<file path="src/ufcp_pkg.sv">
`timescale 1ns / 1ps
package ufcp_pkg;

  typedef enum logic [2:0] {
    KIND_ERROR       = 3'd0,
    KIND_READ        = 3'd1,
    KIND_WRITE       = 3'd2,
    KIND_ERASE_ALL   = 3'd3,
    KIND_ERASE_BLOCK = 3'd4,
    KIND_SEGMENTS    = 3'd5,
    KIND_TIMER       = 3'd6,
    KIND_WRITE_DATA  = 3'd7
  } kind_e;

  typedef enum logic [2:0] {
    ST_IDLE,
    ST_LOAD,
    ST_DECIDE,
    ST_MUL,
    ST_HEAD,
    ST_DATA_RD,
    ST_DATA_EMIT,
    ST_COPY
  } state_e;

  typedef enum logic [1:0] {
    REG_BLOCK_BYTES    = 2'd0,
    REG_TICKS_PER_UNIT = 2'd1,
    REG_MAX_PENDING    = 2'd2
  } reg_idx_e;

  localparam logic [7:0] CH_DOT  = 8'h2E;
  localparam logic [7:0] CH_R    = 8'h52;
  localparam logic [7:0] CH_W    = 8'h57;
  localparam logic [7:0] CH_E    = 8'h45;
  localparam logic [7:0] CH_S    = 8'h53;
  localparam logic [7:0] CH_F    = 8'h46;
  localparam logic [7:0] CH_B    = 8'h42;
  localparam logic [7:0] CH_T    = 8'h54;
  localparam logic [7:0] CH_0    = 8'h30;
  localparam logic [7:0] CH_1    = 8'h31;

  localparam logic [15:0] BLOCK_BYTES_RST    = 16'd4000;
  localparam logic [19:0] TICKS_PER_UNIT_RST = 20'd100000;
  localparam logic [3:0]  MAX_PENDING_RST    = 4'd5;

  typedef struct packed {
    logic       mode;
    logic [7:0] rx_byte;
    logic       flash_busy;
  } in_t;

  typedef struct packed {
    kind_e       kind;
    logic [7:0]  addr_or_value;
    logic [6:0]  length;
    logic [23:0] block_offset;
    logic [27:0] timer_ticks;
    logic        periodic;
    logic [7:0]  data_byte;
    logic        last;
  } out_t;

  typedef struct packed {
    logic take;
    logic load;
    logic decide;
    logic set_err;
    logic mul;
    logic emit_head;
    logic emit_data;
    logic copy;
    logic push;
    logic finish;
    logic step_clr;
    logic step_inc;
  } ctrl_cmd_t;

  typedef struct packed {
    logic mode;
    logic term;
    logic full;
    logic pend_avail;
    logic load_done;
    logic flash;
    logic busy;
    logic src_pend;
    logic pend_full;
    logic has_data;
    logic data_last;
    logic copy_done;
    logic out_free;
  } dp_stat_t;

  // 5-bit result, bit 4 set for a non-hex character
  function automatic logic [4:0] hexval(input logic [7:0] c);
    logic [4:0] v;
    v = 5'h10;
    if (c >= 8'h30 && c <= 8'h39) v = 5'(c - 8'h30);
    else if (c >= 8'h41 && c <= 8'h46) v = 5'(c - 8'h37);
    else if (c >= 8'h61 && c <= 8'h66) v = 5'(c - 8'h57);
    return v;
  endfunction

endpackage

</file>
<file path="src/ufcp_ctrl.sv">
`timescale 1ns / 1ps
module ufcp_ctrl
  import ufcp_pkg::*;
(
  input  logic      clk_i,
  input  logic      rst_ni,
  input  logic      in_valid_i,
  output logic      in_ready_o,
  input  dp_stat_t  stat_i,
  output ctrl_cmd_t cmd_o
);
  state_e state_q, state_d;
  logic   fire;

  assign in_ready_o = (state_q == ST_IDLE);
  assign fire       = in_valid_i && in_ready_o;

  always_comb begin
    state_d = state_q;
    case (state_q)
      ST_IDLE: begin
        if (fire) begin
          if (stat_i.mode) begin
            if (stat_i.pend_avail) state_d = ST_LOAD;
          end else if (stat_i.full) begin
            state_d = ST_HEAD;
          end else if (stat_i.term) begin
            state_d = ST_LOAD;
          end
        end
      end
      ST_LOAD: begin
        if (stat_i.load_done) state_d = ST_DECIDE;
      end
      ST_DECIDE: begin
        if (stat_i.flash && stat_i.busy) begin
          if (stat_i.src_pend) state_d = ST_IDLE;
          else if (stat_i.pend_full) state_d = ST_HEAD;
          else state_d = ST_COPY;
        end else begin
          state_d = ST_MUL;
        end
      end
      ST_MUL: state_d = ST_HEAD;
      ST_HEAD: begin
        if (stat_i.out_free) state_d = stat_i.has_data ? ST_DATA_RD : ST_IDLE;
      end
      ST_DATA_RD: state_d = ST_DATA_EMIT;
      ST_DATA_EMIT: begin
        if (stat_i.out_free) state_d = stat_i.data_last ? ST_IDLE : ST_DATA_RD;
      end
      ST_COPY: begin
        if (stat_i.copy_done) state_d = ST_IDLE;
      end
      default: state_d = ST_IDLE;
    endcase
  end

  always_comb begin
    cmd_o = '0;
    case (state_q)
      ST_IDLE: begin
        cmd_o.take     = fire;
        cmd_o.step_clr = fire;
      end
      ST_LOAD: begin
        cmd_o.load     = 1'b1;
        cmd_o.step_inc = 1'b1;
      end
      ST_DECIDE: begin
        if (stat_i.flash && stat_i.busy) begin
          cmd_o.set_err  = !stat_i.src_pend && stat_i.pend_full;
          cmd_o.step_clr = 1'b1;
        end else begin
          cmd_o.decide = 1'b1;
        end
      end
      ST_MUL: cmd_o.mul = 1'b1;
      ST_HEAD: begin
        if (stat_i.out_free) begin
          cmd_o.emit_head = 1'b1;
          cmd_o.step_clr  = 1'b1;
          cmd_o.finish    = !stat_i.has_data;
        end
      end
      ST_DATA_RD: ;
      ST_DATA_EMIT: begin
        if (stat_i.out_free) begin
          cmd_o.emit_data = 1'b1;
          cmd_o.step_inc  = 1'b1;
          cmd_o.finish    = stat_i.data_last;
        end
      end
      ST_COPY: begin
        cmd_o.copy     = 1'b1;
        cmd_o.step_inc = 1'b1;
        cmd_o.push     = stat_i.copy_done;
      end
      default: ;
    endcase
  end

  always_ff @(posedge clk_i or negedge rst_ni) begin
    if (!rst_ni) begin
      state_q <= ST_IDLE;
    end else begin
      state_q <= state_d;
    end
  end
endmodule

</file>
<file path="config.mk">
export PLATFORM = sky130hd
export DESIGN_NAME = ufcp_ctrl
export DESIGN_NICKNAME = d
export VERILOG_FILES = /design/src/ufcp_pkg.sv /design/src/ufcp_ctrl.sv
export SDC_FILE = /design/constraint.sdc
export NUM_CORES = 1
export LEC_CHECK = 0
export ABC_AREA = 1
export BUFFER_PORTS_ARGS = -buffer_cell sky130_fd_sc_hd__buf_2
export CAP_MARGIN = 20
export CORE_MARGIN = 5
export CORE_UTILIZATION = 25
export DETAILED_ROUTE_END_ITERATION = 8
export SYNTH_ARGS = -nofsm -noshare
export SYNTH_HDL_FRONTEND = slang
export SYNTH_SLANG_ARGS = --single-unit
</file>
<file path="constraint.sdc">
create_clock -name clk_i -period 1.3 [get_ports clk_i]
set_input_delay 0.13 -clock clk_i [delete_from_list [all_inputs] [get_ports clk_i]]
set_output_delay 0.13 -clock clk_i [all_outputs]
set_load 0.01 [all_outputs]
</file>
==> results.json, run 1 <==
{
  "cp_max_fo": 7,
  "maxSlewHeadroom_pct": 86.4,
  "worst-endpoint-arrival_ns": 1.31,
  "final_antenna_net_count": 0,
  "cts_root_buf": "sky130_fd_sc_hd__clkbuf_4",
  "synth.cell_area_um2": 428,
  "critical_path.endpoint_type": "primary output",
  "number_of_max_capacitance_violations_reported": 0,
  "layout.nets": 135,
  "synthesis.nets": 96,
  "grt_pass1_vias": 572,
  "layout_setup_ws_ns": -0.140,
  "critical_path.cell_chain": "nor2_4, nand2_2, nor2_2, inv_1, o22ai_1, buf_2",
  "syn2layout_area_growth_pct": 73.4,
  "finalPower_mw": 1.29,
  "layout.cells.most_common": "sky130_fd_sc_hd__buf_2",
  "grt_pass1_wl_mm": 2.26,
  "post_drt_wl_per_cell_um": 10.3,
  "cpLargestDelayFamily": "flip-flops",
  "grt_remaining_overflow": 0,
  "layout-drive-gt1-share_pct": 51.7,
  "cts.htree.levels": 1,
  "critical_path.slowest_cell": "sky130_fd_sc_hd__dfrtp_2",
  "maximum_single_stage_delay_on_the_critical_path_ns": 0.48,
  "multiInputGateArea_um2": 329,
  "top_register": "state_q",
  "leakage_nw": 0.461,
  "power_per_unit_of_standard_cell_area_mw_per_mm2": 1740,
  "numCtsBuffers": 3,
  "dieArea_mm2": 0.00264,
  "synth_sequential_area_ratio_pct": 17.5,
  "finalWorstPathRequiredPeriod_ns": 1.44,
  "reg2reg_setup_slack_ns": 0,
  "layout_filler_cell_count": 191,
  "finalClockSkew_ns": 0.00327,
  "run_status": "complete, but fails checks",
  "layout.cells.most_common_list": "sky130_fd_sc_hd__buf_2, sky130_fd_sc_hd__nand2_1, sky130_fd_sc_hd__inv_1, sky130_fd_sc_hd__nand3_1, sky130_fd_sc_hd__nor2_1",
  "route.final.wire_length_mm": 1.38,
  "hold_slack_ns": 0.218,
  "tritoncts_num_sinks": 3,
  "hp-class": "in -> async",
  "synth_cell_type_count": 16,
  "regToRegEndpoint": "state_q[1]",
  "cts_tree": "done",
  "fin_cells": 135,
  "start_util_pct": 25.6,
  "grt.total_usage_pct": 11.5,
  "biggestRegsByFlops": "state_q (3)",
  "clock_insertion_delay_worst_skew_ns": 0.24,
  "grt_setup_unrepaired": "true",
  "antenna_diode_count": 0,
  "final_core_util_pct": 44.4,
  "syn-mean-instance-area_um2": 5.35,
  "grt_antenna_before_repair": 0,
  "required_ns": 1.17,
  "clk_pin_slew_worst_paths_ns": 0.04,
  "overall_via_count_from_detail_route": 625,
  "num_rows": 15,
  "max_freq_mhz": 695,
  "synth_seq_cells": 3,
  "remaining_drc_errors": 0,
  "finalHoldViolations": 0,
  "failing_checks": "negative setup slack",
  "critical_path_end": "cmd_o[2]",
  "clockBufferDepth": 2,
  "largest_reg_flops": 3,
  "fp.dieH_um": 51.4,
  "vdd_ir_drop_max_mv": 0.803,
  "timing_worst_setup_path_type": "reg -> out",
  "layout.area.seq_um2": 78.8,
  "via_per_inst": 4.63,
  "number_of_cells_on_the_worst_reg_to_reg_path": 9,
  "floorplan.core_area_mm2": 0.00167,
  "drt_iter0_drc": 3,
  "die_width_um": 51.4,
  "post_synth_inst_count": 80,
  "maxSlewViolCount": 0,
  "yosys_warnings": 0,
  "setup_viol": 10,
  "place.detailed.instances": 127,
  "path_depth": 6,
  "crit_path_start": "state_q[0]",
  "number_of_buffer_and_inverter_stages_on_the_critical_path": 2,
  "worstSetupStartpointType": "flop",
  "maximum_number_of_pins_on_one_net_before_global_route_repair": 8,
  "worstMarginPinSlew_ns": 0.203,
  "ios": 29,
  "dp.final_hpwl_mm": 1.08,
  "layout_worst_path_cycle_share_pct": 111,
  "port_buffers": 28,
  "dr.pass1.iters": 4,
  "globalplace.congestion": 0.795,
  "r2r_start": "state_q[2]"
}
==> layout make-up <==
type                       instances  area share, %
timing repair buffer              36           29.5
tap                               17           2.87
sequential                         3           10.6
multi-input combinational         57           44.4
inverter                          18           9.11
clock buffer                       4           3.54
==> synthesized netlist by cell type <==
master	number	share of area [%]
sky130_fd_sc_hd__buf_6	2	5.3
sky130_fd_sc_hd__nand3_1	12	14
sky130_fd_sc_hd__nand3_2	1	2.3
sky130_fd_sc_hd__dfrtp_1	3	18
sky130_fd_sc_hd__nor2_1	11	9.6
sky130_fd_sc_hd__o21ai_0	2	2.3
sky130_fd_sc_hd__nor2_2	2	2.9
sky130_fd_sc_hd__o22ai_1	1	1.5
sky130_fd_sc_hd__nor3_2	1	2.3
sky130_fd_sc_hd__nand4_1	1	1.5
sky130_fd_sc_hd__nor3_1	1	1.2
sky130_fd_sc_hd__nand2_1	23	20
sky130_fd_sc_hd__inv_2	3	2.6
sky130_fd_sc_hd__nor3b_1	1	1.8
sky130_fd_sc_hd__o211ai_1	1	1.8
sky130_fd_sc_hd__inv_1	15	13
==> repair_timing <==
item / CTS / global route
hold buffers: 1 / 0
endpoints found under the hold margin: 3 / 0
endpoints found under the setup margin: 12 / 15
pin swaps: 2 / 4
resized for setup: 12 / 11
buffers inserted: 2 / 1
==> through the flow <==
stage	setup WS (ns)	setup TNS, ns	area, um^2
finish	-0.140	-0.489	742
global route	-0.202	-1.48	742
CTS	-0.121	-0.520	688
detailed placement	0.0305	0	597
global placement	0.0470	0	597
floorplan	0.00896	0	428
==> report_power, final <==
group | switching, mW | internal, mW
combinational | 0.486 | 0.410
clock | 0.0516 | 0.115
sequential | 0.0916 | 0.138
==> cell families after synthesis <==
kind of cell,share of synthesized area (%)
flip-flops,17.5
buffers and inverters,21.1
AO/OA/AOI/OAI,5.56
AND/OR/NAND/NOR,55.8
==> how the worst min path moves through the flow <==
| stage | startpoint | endpoint |
|---|---|---|
| final | rst_ni | state_q[2] |
| after global routing | rst_ni | state_q[1] |
| after detailed placement | rst_ni | state_q[1] |
| after CTS | stat_i[8] | state_q[0] |
| after global placement | rst_ni | state_q[1] |
| after floorplan | rst_ni | state_q[0] |
==> routing by layer <==
metal	part of all wire (%)	track usage (%)	vias to the layer above
met5	0	0	-
met4	3.6	10.5	0
met3	4.5	0.292	5
met2	49	18.6	19
met1	43	13.7	279
li1	-	-	322
Note: power is estimated with default switching activity, not from simulation.
==> run 2: changes to the inputs <==
--- a/config.mk
+++ b/config.mk
@@ -8,7 +8,7 @@
 export ABC_AREA = 1
 export BUFFER_PORTS_ARGS = -buffer_cell sky130_fd_sc_hd__buf_2
 export CAP_MARGIN = 20
-export CORE_MARGIN = 5
+export CORE_MARGIN = 4
 export CORE_UTILIZATION = 25
 export DETAILED_ROUTE_END_ITERATION = 8
 export SYNTH_ARGS = -nofsm -noshare
==> run 2 against run 1 <==
Against the previous run:
- the run still ends with negative setup slack left
- first-iteration DRC count grew to 2.7 times the previous value
- non-clock buffer count up 6
- register-to-register slack got worse by 0.05 ns
- core utilization increased by 5.4 points
- clock-buffer cell count is the same
- die area shrank 7.6%
- highest routed layer unchanged
==> results.json, run 2 (synthesized netlist as in run 1, its figures left out) <==
{
  "antenna_diode_count": 0,
  "top_register": "state_q",
  "overall_via_count_from_detail_route": 643,
  "grt.total_usage_pct": 11.8,
  "required_ns": 1.17,
  "drt_iter0_drc": 8,
  "hp-class": "in -> async",
  "final_cell_area_um2": 777,
  "remaining_drc_errors": 0,
  "die_width_um": 49.4,
  "largest_reg_flops": 3,
  "dr.pass1.iters": 4,
  "final_antenna_net_count": 0,
  "clockBufferDepth": 2,
  "globalplace.congestion": 0.771,
  "finalClockSkew_ns": 0.00756,
  "layout.nets": 141,
  "tritoncts_num_sinks": 3,
  "clk_pin_slew_worst_paths_ns": 0.04,
  "floorplan.core_area_mm2": 0.00156,
  "dieArea_mm2": 0.00244,
  "route.final.wire_length_mm": 1.45,
  "numCtsBuffers": 3,
  "layout.cells.most_common": "sky130_fd_sc_hd__buf_2",
  "failing_checks": "negative setup slack",
  "cp_max_fo": 7,
  "fp.dieH_um": 49.4,
  "r2r_start": "state_q[1]",
  "cts_tree": "done",
  "worstSetupStartpointType": "flop",
  "grt_pass1_vias": 588,
  "setup_viol": 13,
  "layout.cells.most_common_list": "sky130_fd_sc_hd__buf_2, sky130_fd_sc_hd__nand2_1, sky130_fd_sc_hd__inv_1, sky130_fd_sc_hd__buf_4, sky130_fd_sc_hd__nand3_1",
  "layout-drive-gt1-share_pct": 51.6,
  "detailed_place.area_um2": 603,
  "layout_setup_ws_ns": -0.209,
  "maxSlewHeadroom_pct": 86.7,
  "finalWorstPathRequiredPeriod_ns": 1.51,
  "run_status": "complete, but fails checks",
  "grt_remaining_overflow": 0,
  "grt_pass1_wl_mm": 2.30,
  "grt_setup_unrepaired": "true",
  "finalHoldViolations": 0,
  "number_of_max_capacitance_violations_reported": 0,
  "ios": 29,
  "worstMarginPinSlew_ns": 0.197,
  "critical_path.endpoint_type": "primary output",
  "leakage_nw": 0.492,
  "syn2layout_area_growth_pct": 81.6,
  "via_per_inst": 4.59,
  "worst-endpoint-arrival_ns": 1.38,
  "power_per_unit_of_standard_cell_area_mw_per_mm2": 1750,
  "max_freq_mhz": 663,
  "cts_root_buf": "sky130_fd_sc_hd__clkbuf_4",
  "grt_antenna_before_repair": 0,
  "clock_insertion_delay_worst_skew_ns": 0.24,
  "place_worst_setup_slack_ns": -0.0262,
  "maximum_number_of_pins_on_one_net_before_global_route_repair": 8,
  "reg2reg_setup_slack_ns": -0.05,
  "cts.htree.levels": 1,
  "final.setup.tns_ns": -1.08,
  "port_buffers": 28,
  "regToRegEndpoint": "state_q[1]",
  "timing_worst_setup_path_type": "reg -> out",
  "post_drt_wl_per_cell_um": 10.3,
  "dp.final_hpwl_mm": 1.04,
  "maxSlewViolCount": 0,
  "start_util_pct": 27.4,
  "vdd_ir_drop_max_mv": 0.710,
  "number_of_cells_on_the_worst_reg_to_reg_path": 9,
  "hold_slack_ns": 0.210,
  "layout_worst_path_cycle_share_pct": 116,
  "num_rows": 14,
  "biggestRegsByFlops": "state_q (3)",
  "layout_filler_cell_count": 165,
  "final_core_util_pct": 49.8
}
==> run 2: worst max-delay path: stages (launching register included) <==
cell                      delay (ns)
sky130_fd_sc_hd__dfrtp_2        0.46
sky130_fd_sc_hd__nor2_2         0.12
sky130_fd_sc_hd__nand2_1        0.10
sky130_fd_sc_hd__nor2_2         0.12
sky130_fd_sc_hd__inv_1          0.08
sky130_fd_sc_hd__o22ai_1        0.10
sky130_fd_sc_hd__buf_2          0.15
==> run 2: stage by stage <==
step	cells	power, mW
floorplan	80	0.651
global placement	127	0.884
detailed placement	127	0.886
CTS	139	1.28
global route	140	1.49
finish	140	1.36
==> run 2: worst max path at each step <==
| stage | start | end | depth (start not counted) |
|---|---|---|---|
| after floorplan | state_q[1] | cmd_o[2] | 6 |
| after global placement | state_q[1] | state_q[1] | 8 |
| after detailed placement | state_q[1] | state_q[0] | 8 |
| after CTS | state_q[1] | cmd_o[2] | 6 |
| after global routing | state_q[1] | cmd_o[2] | 6 |
| final | state_q[0] | cmd_o[2] | 6 |
==> run 2: layer usage <==
metal  global-route usage [%]  up-vias  share of wire, %
met5                        0        -                 0
li1                         -      334                 -
met3                     1.53        4               6.9
met2                     18.5       28                46
met4                     8.29        0               2.7
met1                     14.8      277                45
==> run 2: final cells by class <==
class                      instances  area [um^2]  area share [%]
multi-input combinational         57          323            41.5
inverter                          18         67.6            8.70
sequential                         3         78.8            10.1
tap                               16         20.0            2.58
timing repair buffer              42          262            33.7
clock buffer                       4         26.3            3.38
==> run 2: what timing repair did <==
| item | in CTS | in global routing |
|---|---|---|
| gates resized for setup | 11 | 9 |
| hold endpoints to repair | 3 | 0 |
| pin swaps | 3 | 4 |
| setup buffers | 7 | 1 |
| setup endpoints to repair | 15 | 15 |
| hold buffers | 1 | 0 |
==> run 2: power by group <==
| group | total (mW) | internal [mW] | switching [mW] | leakage [nW] |
|---|---|---|---|---|
| Combinational | 0.971 | 0.469 | 0.502 | 0.442 |
| Clock | 0.170 | 0.115 | 0.0543 | 0.0150 |
| Sequential | 0.220 | 0.138 | 0.0819 | 0.0348 |
| Total | 1.36 | 0.723 | 0.638 | 0.492 |
